[config.mk]
export PLATFORM = sky130hd
export DESIGN_NAME = i2c_eeprom_master
export DESIGN_NICKNAME = d
export VERILOG_FILES = /design/src/hw/rtl/i2cee_pkg.sv /design/src/hw/rtl/i2cee_front.sv /design/src/hw/rtl/i2cee_engine.sv /design/src/hw/rtl/i2c_eeprom_master.sv
export SDC_FILE = /design/constraint.sdc
export NUM_CORES = 1
export LEC_CHECK = 0
export ABC_AREA = 0
export BUFFER_PORTS_ARGS = -buffer_cell sky130_fd_sc_hd__buf_2
export CAP_MARGIN = 0
export CORE_ASPECT_RATIO = 0.5
export CORE_MARGIN = 2
export CORE_UTILIZATION = 30
export DETAILED_ROUTE_END_ITERATION = 16
export GPL_TIMING_DRIVEN = 0
export PLACE_DENSITY = 0.42
export SLEW_MARGIN = 15
export SYNTH_ARGS = -nofsm -noshare
export SYNTH_HDL_FRONTEND = slang
export SYNTH_HIERARCHICAL = 1
export SYNTH_SLANG_ARGS = --single-unit
export TNS_END_PERCENT = 100
[constraint.sdc]
create_clock -name clk_i -period 5.35 [get_ports clk_i]
set_input_delay 0 -clock clk_i [delete_from_list [all_inputs] [get_ports clk_i]]
set_output_delay 0 -clock clk_i [all_outputs]
set_load 0.05 [all_outputs]
[src/hw/rtl/i2cee_pkg.sv]
// Shared types and constants for the I2C EEPROM master.
`default_nettype none
package i2cee_pkg;
  localparam int unsigned WaitCounterBitsDef = 24;
  localparam logic [15:0] PhaseTicksRst = 16'd5;
  localparam logic [23:0] WriteWaitRst = 24'd10000;

  localparam logic [0:0] CfgPhaseTicks = 1'b0;
  localparam logic [0:0] CfgWriteWait  = 1'b1;

  typedef enum logic [1:0] {
    OpReadSingle = 2'd0,
    OpReadSeq    = 2'd1,
    OpWrite      = 2'd2,
    OpNone       = 2'd3
  } op_e;

  typedef enum logic [15:0] {
    PhIdle  = 16'h0001, PhStart = 16'h0002, PhTxl  = 16'h0004, PhTxh  = 16'h0008,
    PhAkl   = 16'h0010, PhAkh   = 16'h0020, PhRxl  = 16'h0040, PhRxh  = 16'h0080,
    PhMkl   = 16'h0100, PhMkh   = 16'h0200, PhRsl  = 16'h0400, PhRsh  = 16'h0800,
    PhSpl   = 16'h1000, PhSph   = 16'h2000, PhSpr  = 16'h4000, PhWait = 16'h8000
  } phase_e;

  typedef enum logic [2:0] {
    RoleDevW = 3'd0, RoleAddrHi = 3'd1, RoleAddrLo = 3'd2, RoleData = 3'd3, RoleDevR = 3'd4
  } role_e;

  // One classified tick handed from the front part to the bus engine.
  typedef struct packed {
    logic       cmd;
    op_e        op;
    logic [6:0] dev;
    logic [15:0] addr;
    logic [7:0] wdata;
    logic [7:0] count;
    logic       sda;
  } tick_t;

  // Result of one tick.
  typedef struct packed {
    logic       scl;
    logic       sda;
    logic       busy;
    logic       dv;
    logic [7:0] rd;
    logic       lb;
    logic       dn;
    logic       st;
  } res_t;
endpackage
`default_nettype wire

[src/hw/rtl/i2cee_front.sv]
// Input stage: accepts ticks, decodes the command and queues them.
`default_nettype none
module i2cee_front import i2cee_pkg::*; (
  input  wire logic        clk_i,
  input  wire logic        rst_ni,
  input  wire logic        in_valid_i,
  output logic             in_ready_o,
  input  wire logic [42:0] in_data_i,
  output logic             q_valid_o,
  input  wire logic        q_ready_i,
  output tick_t            q_tick_o
);
  tick_t buf_q [2];
  logic [0:0] wr_q, rd_q;
  logic [1:0] cnt_q;
  tick_t t;
  logic push, pop;

  always_comb begin
    t.cmd   = in_data_i[0];
    t.op    = op_e'(in_data_i[2:1]);
    t.dev   = in_data_i[9:3];
    t.addr  = in_data_i[25:10];
    t.wdata = in_data_i[33:26];
    t.count = in_data_i[41:34];
    t.sda   = in_data_i[42];
    if (t.op == OpNone) t.cmd = 1'b0;
  end

  assign in_ready_o = cnt_q != 2'd2;
  assign push = in_valid_i && in_ready_o;
  assign q_valid_o = cnt_q != 2'd0;
  assign pop = q_valid_o && q_ready_i;
  assign q_tick_o = buf_q[rd_q];

  always_ff @(posedge clk_i) begin
    if (push) buf_q[wr_q] <= t;
  end

  always_ff @(posedge clk_i or negedge rst_ni) begin
    if (!rst_ni) begin
      wr_q <= '0; rd_q <= '0; cnt_q <= '0;
    end else begin
      if (push) wr_q <= wr_q + 1'b1;
      if (pop) rd_q <= rd_q + 1'b1;
      cnt_q <= cnt_q + {1'b0, push} - {1'b0, pop};
    end
  end
endmodule
`default_nettype wire

[src/hw/rtl/i2cee_engine.sv]
// Bus engine: per-tick I2C phase machine with registered result.
`default_nettype none
module i2cee_engine import i2cee_pkg::*; #(
  parameter int unsigned WaitCounterBits = WaitCounterBitsDef
) (
  input  wire logic        clk_i,
  input  wire logic        rst_ni,
  input  wire logic        cfg_valid_i,
  input  wire logic [0:0]  cfg_idx_i,
  input  wire logic [23:0] cfg_data_i,
  input  wire logic        q_valid_i,
  output logic             q_ready_o,
  input  tick_t            q_tick_i,
  output logic             res_valid_o,
  input  wire logic        res_ready_i,
  output res_t             res_o
);
  localparam logic [WaitCounterBits-1:0] WaitMax = '1;

  logic [15:0] pticks_q;
  logic [23:0] wwait_q;
  phase_e ph_q, ph_d;
  role_e role_q, role_d;
  logic [3:0] bit_q, bit_d;
  logic [7:0] sh_q, sh_d, rem_q, rem_d;
  logic [WaitCounterBits-1:0] tc_q, tc_d;
  op_e op_q, op_d;
  logic [6:0] dev_q, dev_d;
  logic [15:0] addr_q, addr_d;
  logic [7:0] wb_q, wb_d;
  logic nack_q, nack_d;
  res_t r, res_q;
  logic res_v_q, step;
  logic [15:0] len;
  logic hd;
  logic [WaitCounterBits-1:0] target;
  logic [3:0] bit_inc;

  assign q_ready_o = !res_v_q || res_ready_i;
  assign step = q_valid_i && q_ready_o;
  assign res_valid_o = res_v_q;
  assign res_o = res_q;
  assign len = (pticks_q == 16'd0) ? 16'd1 : pticks_q;
  assign hd = (32'(tc_q) + 32'd1) >= {16'd0, len};
  assign bit_inc = bit_q + 4'd1;

  always_comb begin
    if (WaitCounterBits >= 24) target = WaitCounterBits'(wwait_q);
    else if (wwait_q > 24'(WaitMax)) target = WaitMax;
    else target = WaitCounterBits'(wwait_q);
  end

  always_comb begin
    ph_d = ph_q; role_d = role_q; bit_d = bit_q; sh_d = sh_q; rem_d = rem_q;
    tc_d = tc_q; op_d = op_q; dev_d = dev_q; addr_d = addr_q; wb_d = wb_q;
    nack_d = nack_q;
    r = '0; r.scl = 1'b1; r.sda = 1'b1;
    if (ph_q != PhIdle && ph_q != PhWait) tc_d = hd ? '0 : tc_q + 1'b1;
    case (ph_q)
      PhIdle: begin
        if (q_tick_i.cmd) begin
          op_d = q_tick_i.op; dev_d = q_tick_i.dev; addr_d = q_tick_i.addr;
          wb_d = q_tick_i.wdata; rem_d = q_tick_i.count; nack_d = 1'b0;
          role_d = RoleDevW; tc_d = '0; ph_d = PhStart;
        end
      end
      PhStart: begin
        r.sda = 1'b0;
        if (hd) begin
          sh_d = {dev_q, role_q == RoleDevR}; bit_d = '0;
          role_d = (role_q == RoleDevR) ? RoleDevR : RoleDevW; ph_d = PhTxl;
        end
      end
      PhTxl, PhTxh: begin
        r.scl = ph_q == PhTxh; r.sda = sh_q[7];
        if (hd) begin
          if (ph_q == PhTxl) ph_d = PhTxh;
          else begin
            sh_d = {sh_q[6:0], 1'b0}; bit_d = bit_inc;
            ph_d = (bit_inc >= 4'd8) ? PhAkl : PhTxl;
          end
        end
      end
      PhAkl: begin
        r.scl = 1'b0;
        if (hd) ph_d = PhAkh;
      end
      PhAkh: begin
        if (hd) begin
          if (q_tick_i.sda) begin
            nack_d = 1'b1; ph_d = PhSpl;
          end else if (role_q == RoleDevR) begin
            rem_d = (op_q == OpReadSeq) ? rem_q : 8'd1;
            if (rem_d == 8'd0) ph_d = PhSpl;
            else begin sh_d = '0; bit_d = '0; ph_d = PhRxl; end
          end else begin
            bit_d = '0; ph_d = PhTxl;
            case (role_q)
              RoleDevW: begin
                if (op_q == OpReadSeq || addr_q <= 16'd255) begin
                  sh_d = addr_q[7:0]; role_d = RoleAddrLo;
                end else begin
                  sh_d = addr_q[15:8]; role_d = RoleAddrHi;
                end
              end
              RoleAddrHi: begin sh_d = addr_q[7:0]; role_d = RoleAddrLo; end
              RoleAddrLo: begin
                if (op_q == OpWrite) begin sh_d = wb_q; role_d = RoleData; end
                else begin role_d = RoleDevR; ph_d = PhRsl; bit_d = bit_q; end
              end
              default: begin ph_d = PhSpl; bit_d = bit_q; end
            endcase
          end
        end
      end
      PhRxl: begin
        r.scl = 1'b0;
        if (hd) ph_d = PhRxh;
      end
      PhRxh: begin
        if (hd) begin
          sh_d = {sh_q[6:0], q_tick_i.sda}; bit_d = bit_inc;
          if (bit_inc >= 4'd8) begin
            r.dv = 1'b1; r.rd = sh_d; r.lb = rem_q <= 8'd1; ph_d = PhMkl;
          end else ph_d = PhRxl;
        end
      end
      PhMkl, PhMkh: begin
        r.scl = ph_q == PhMkh; r.sda = rem_q <= 8'd1;
        if (hd) begin
          if (ph_q == PhMkl) ph_d = PhMkh;
          else begin
            if (rem_q != 8'd0) rem_d = rem_q - 8'd1;
            if (rem_d == 8'd0) ph_d = PhSpl;
            else begin sh_d = '0; bit_d = '0; ph_d = PhRxl; end
          end
        end
      end
      PhRsl: begin
        r.scl = 1'b0;
        if (hd) ph_d = PhRsh;
      end
      PhRsh: if (hd) ph_d = PhStart;
      PhSpl: begin
        r.scl = 1'b0; r.sda = 1'b0;
        if (hd) ph_d = PhSph;
      end
      PhSph: begin
        r.sda = 1'b0;
        if (hd) ph_d = PhSpr;
      end
      PhSpr: begin
        if (hd) begin
          if (!nack_q && op_q == OpWrite && wwait_q != 24'd0) begin
            tc_d = '0; ph_d = PhWait;
          end else begin
            r.dn = 1'b1; r.st = nack_q; ph_d = PhIdle;
          end
        end
      end
      PhWait: begin
        if (tc_q + 1'b1 >= target || target == '0 || tc_q == WaitMax) begin
          tc_d = '0; r.dn = 1'b1; ph_d = PhIdle;
        end else tc_d = tc_q + 1'b1;
      end
      default: ph_d = PhIdle;
    endcase
    r.busy = ph_d != PhIdle;
  end

  always_ff @(posedge clk_i) begin
    if (step) res_q <= r;
  end

  always_ff @(posedge clk_i or negedge rst_ni) begin
    if (!rst_ni) begin
      pticks_q <= PhaseTicksRst; wwait_q <= WriteWaitRst;
      ph_q <= PhIdle; role_q <= RoleDevW; bit_q <= '0; sh_q <= '0; rem_q <= '0;
      tc_q <= '0; op_q <= OpReadSingle; dev_q <= '0; addr_q <= '0; wb_q <= '0;
      nack_q <= 1'b0; res_v_q <= 1'b0;
    end else begin
      if (cfg_valid_i) begin
        if (cfg_idx_i == CfgPhaseTicks) pticks_q <= cfg_data_i[15:0];
        else wwait_q <= cfg_data_i;
      end
      if (step) begin
        ph_q <= ph_d; role_q <= role_d; bit_q <= bit_d; sh_q <= sh_d; rem_q <= rem_d;
        tc_q <= tc_d; op_q <= op_d; dev_q <= dev_d; addr_q <= addr_d; wb_q <= wb_d;
        nack_q <= nack_d;
      end
      if (step) res_v_q <= 1'b1;
      else if (res_ready_i) res_v_q <= 1'b0;
    end
  end
endmodule
`default_nettype wire

[src/hw/rtl/i2c_eeprom_master.sv]
// Top level of the tick-driven I2C EEPROM master.
// Each input item is one timebase tick (optional command plus sampled SDA) and yields
// exactly one result item (SCL/SDA drive and status). One item per clock is sustained
// unless the output stalls: a two-entry queue feeds the bus engine, whose phase
// machine does one tick of work per cycle into an output register. Configuration is
// to be written by the user only while no transaction is in progress; the block does
// not enforce it. Register 0 is ticks per SCL half phase, register 1 the post-write wait.
`default_nettype none
module i2c_eeprom_master import i2cee_pkg::*; #(
  parameter int unsigned WaitCounterBits = WaitCounterBitsDef
) (
  input  wire logic        clk_i,
  input  wire logic        rst_ni,
  input  wire logic        cfg_valid_i,
  output logic             cfg_ready_o,
  input  wire logic [0:0]  cfg_index_i,
  input  wire logic [23:0] cfg_data_i,
  input  wire logic        s_axis_tvalid,
  output logic             s_axis_tready,
  // cmd_valid, operation[2], device_addr[7], mem_addr[16], write_data[8],
  // byte_count[8], sda_in, zero pad
  input  wire logic [47:0] s_axis_tdata,
  output logic             m_axis_tvalid,
  input  wire logic        m_axis_tready,
  // scl_out, sda_out, busy_res, data_valid, read_data[8], last_byte,
  // done_res, status, zero pad
  output logic [15:0]      m_axis_tdata
);
  logic q_valid, q_ready;
  tick_t q_tick;
  res_t res;

  assign cfg_ready_o = 1'b1;

  i2cee_front u_front (
    .clk_i, .rst_ni,
    .in_valid_i (s_axis_tvalid),
    .in_ready_o (s_axis_tready),
    .in_data_i  (s_axis_tdata[42:0]),
    .q_valid_o  (q_valid),
    .q_ready_i  (q_ready),
    .q_tick_o   (q_tick)
  );

  i2cee_engine #(.WaitCounterBits(WaitCounterBits)) u_engine (
    .clk_i, .rst_ni,
    .cfg_valid_i (cfg_valid_i),
    .cfg_idx_i   (cfg_index_i),
    .cfg_data_i  (cfg_data_i),
    .q_valid_i   (q_valid),
    .q_ready_o   (q_ready),
    .q_tick_i    (q_tick),
    .res_valid_o (m_axis_tvalid),
    .res_ready_i (m_axis_tready),
    .res_o       (res)
  );

  assign m_axis_tdata = {1'b0, res.st, res.dn, res.lb, res.rd, res.dv, res.busy,
                         res.sda, res.scl};
endmodule
`default_nettype wire

==> qor.yml <==
path_max_fanout: 10
start_util_pct: 30.3
layout.nets: 1438
dpl.cell_count: 1792
clock-sinks: 243
dr_wl_met3_um: 1550
power_density_mw_per_mm2: 443
period_share_pct: 90.9
cts_tree: "yes"
cts_root_buf: "clkbuf_16"
synth_ff_type: "dfrtp_1"
dieHeight_um: 150
wl_per_cell_um: 18.6
relSlewSlack_pct: 22.1
synth_fa_ha_area_share_pct: 4.43
core_area_mm2: 0.0419
setup_viol: 0
cts_resized: 0
clk-insertion-delay-late_ps: 560
postCtsSetupBuffers: 0
hold_path_depth: 3
grt_usage_pct: 16.2
synthesis.area_mm2: 0.0127
total_leakage_power_uw: 0.00648
async_flop_share_pct: 58.4
hold_path_class: "input pin to flip-flop"
critPathRequiredTime_ps: 5780
ir_drop_mv: 0.225
slew_violations: 0
ys_types: 77
pre_cts_ws_ps: 486
grt_pass1_vias: 9773
fp.dieArea_mm2: 0.0442
viasPerCell: 4.99
antenna_found_initial: 0
clk_pin_slew_ps: 60
rsz0062_at_grt: "no"
finClkSkew_ps: 12.5
wirelength_um: 35600
dr.pass1.iters: 5
ys.warnings.count: 6
io_pins: 97
cts_inserted_buffers: 25
p_total_uw: 6920
nFillCells: 4197
status: "finished, violations left"
layoutNonFillerInstCount: 1911
synthMuxAreaShare_pct: 10.1
overflow: 0
area_growth_pct: 22.8
seq_area_frac_synth_pct: 51.9
final_common_cell: "dfrtp_1"
syn_inst: 1122
worstRegToRegCells: 15
synth_top_family_by_area: "simple AND/OR/NAND/NOR gates"
met1Wirelength_um: 16900
grt_max_degree: 91
die_x_um: 295
maxUsedRoutingLayer: "met4"
synth-simple-area-share_pct: 14.4
route.vias.total: 9533
layout_common_cells: "134 x dfrtp_1, 111 x mux2_2, 105 x buf_2"
synthTopCellsByArea: "dfrtp_1 26%, edfxtp_1 24%, mux2_2 9.8%"
drc_errors: 0
whs_ps: -0.300
synth_area_leader_cell: "dfrtp_1"
finalHoldViolCount: 1
clock.fmax_ghz: 0.206
layout-drive-gt1-share_pct: 22.8
ant_nets: 0
dp_hpwl_um: 24900
synth_compound_area_share_pct: 12.6
synth_edf_count: 101
syn-num-nets: 1245
drt_iter0_drc: 531
ys_seq_elements: 243
row_count: 53
port_buffers: 89
maxCapViolCount: 0
grt_pass1_wl_um: 56100
wl_met2_um: 16500
endpoint_kind: "flip-flop"
synth_xor_area_share_pct: 2.41
htree_levels: 1
synth_top_area_share_pct: 26.4
min_period_ps: 4860
layout_setup_ws_ps: 487
avgSynthCellArea_um2: 11.3
fin_tns_setup_ps: 0
worst_slew_pin_slew_ps: 1160
arrival_ps: 5300
finalWeightedCongestion: 0.839
violations: "negative hold slack"
crit_path_start_kind: "flip-flop"
path_class: "flip-flop to flip-flop"
clockBufferDepth: 3
num_antenna_cells: 0
[cell type report]
type / count / area [µm²] / share of cell area, %
Buffer: 63 / 330 / 2.12
Sequential cell: 243 / 6600 / 42.2
Clock inverter: 12 / 183 / 1.17
Clock buffer: 34 / 679 / 4.35
Multi-Input combinational cell: 765 / 5610 / 35.9
Timing Repair Buffer: 166 / 1310 / 8.36
Tap cell: 577 / 722 / 4.62
Inverter: 51 / 191 / 1.23
[layer usage]
layer  GRT usage [%]  vias to the layer above
met1            22.3                     4724
met5               0                        -
met2            26.8                      183
met4            3.30                        0
li1                -                     4584
met3            2.96                       42
[stage by stage]
step	area, µm²	util, %
finish	15600	37.3
global placement	13900	33.1
CTS	15600	37.3
global route	15600	37.3
floorplan	12700	-
detailed placement	14000	33.4
[cell families (layout without fill, tap and decap cells)]
| family | count (synthesis) | in the layout |
|---|---|---|
| and+or+nand+nor | 337 | 337 |
| DFF | 243 | 243 |
| AOI/OAI and AO/OA | 231 | 231 |
| muxes | 115 | 115 |
| buffers and inverters | 114 | 326 |
| adders and majority gates | 45 | 45 |
| xor gates and xnor gates | 35 | 35 |
| other | 2 | 2 |
[state kept, by name, summed over array words and instances (netlist names)]
name / flops
u_front/buf_q: 86
u_engine/target: 24
u_engine/tc_q: 24
u_engine/addr_q: 16
u_engine/ph_q: 16
u_engine/pticks_q: 16
u_engine/res_o: 15
u_engine/rem_q: 8
u_engine/sh_q: 8
u_engine/wb_q: 8
u_engine/dev_q: 7
u_engine/bit_q: 4
u_engine/role_q: 3
u_engine/op_q: 2
u_front/cnt_q: 2
u_engine/nack_q: 1
u_engine/res_valid_o: 1
u_front/rd_q: 1
u_front/wr_q: 1
[synthesized netlist by cell type, types with 21 or more instances]
| library cell | instances |
|---|---|
| dfrtp_1 | 134 |
| mux2_2 | 111 |
| edfxtp_1 | 101 |
| nand2_1 | 81 |
| o21ai_0 | 67 |
| inv_1 | 51 |
| nor2_1 | 47 |
| ha_1 | 45 |
| nand3_1 | 44 |
| clkbuf_1 | 34 |
| a21oi_1 | 31 |
| xnor2_1 | 21 |
[power breakdown]
group	switching [µW]	internal, µW	total, µW
Clock	781	1090	1870
Combinational	1440	932	2370
Sequential	252	2430	2680
Total	2470	4450	6920
[path summary, 6_finish.rpt]
kind / end / slack [ps] / start
setup / recovery: u_engine/tc_q[4] / 490 / u_engine/tc_q[0]
hold / removal: u_engine/target[11] / -0.3 / cfg_valid_i
setup reg to reg: u_engine/tc_q[4] / 490 / u_engine/tc_q[0]
hold reg to reg: u_engine/bit_q[2] / 490 / u_engine/bit_q[2]
max in group asynchronous: u_engine/addr_q[5] / 4750 / rst_ni
min in group asynchronous: u_engine/target[13] / 60 / rst_ni
[repair_timing]
item | in CTS | in global routing
endpoints found under the setup margin | 0 | 0
hold buffers | 73 | 0
endpoints found under the hold margin | 271 | 0
[worst max-delay path, stage by stage (launching register included)]
cell and delay, ps:
dfrtp_1 480, ha_1 300, nand3_1 300, nor3_1 650, and3_1 260, xor2_1 320
ha_1 190, nand4_1 110, a211oi_1 250, a211o_1 190, a211o_1 200, clkbuf_1 450
clkbuf_1 470, o2111ai_1 280, o211ai_1 180, o31ai_1 100
No activity file was read; power rests on OpenSTA's default activity.
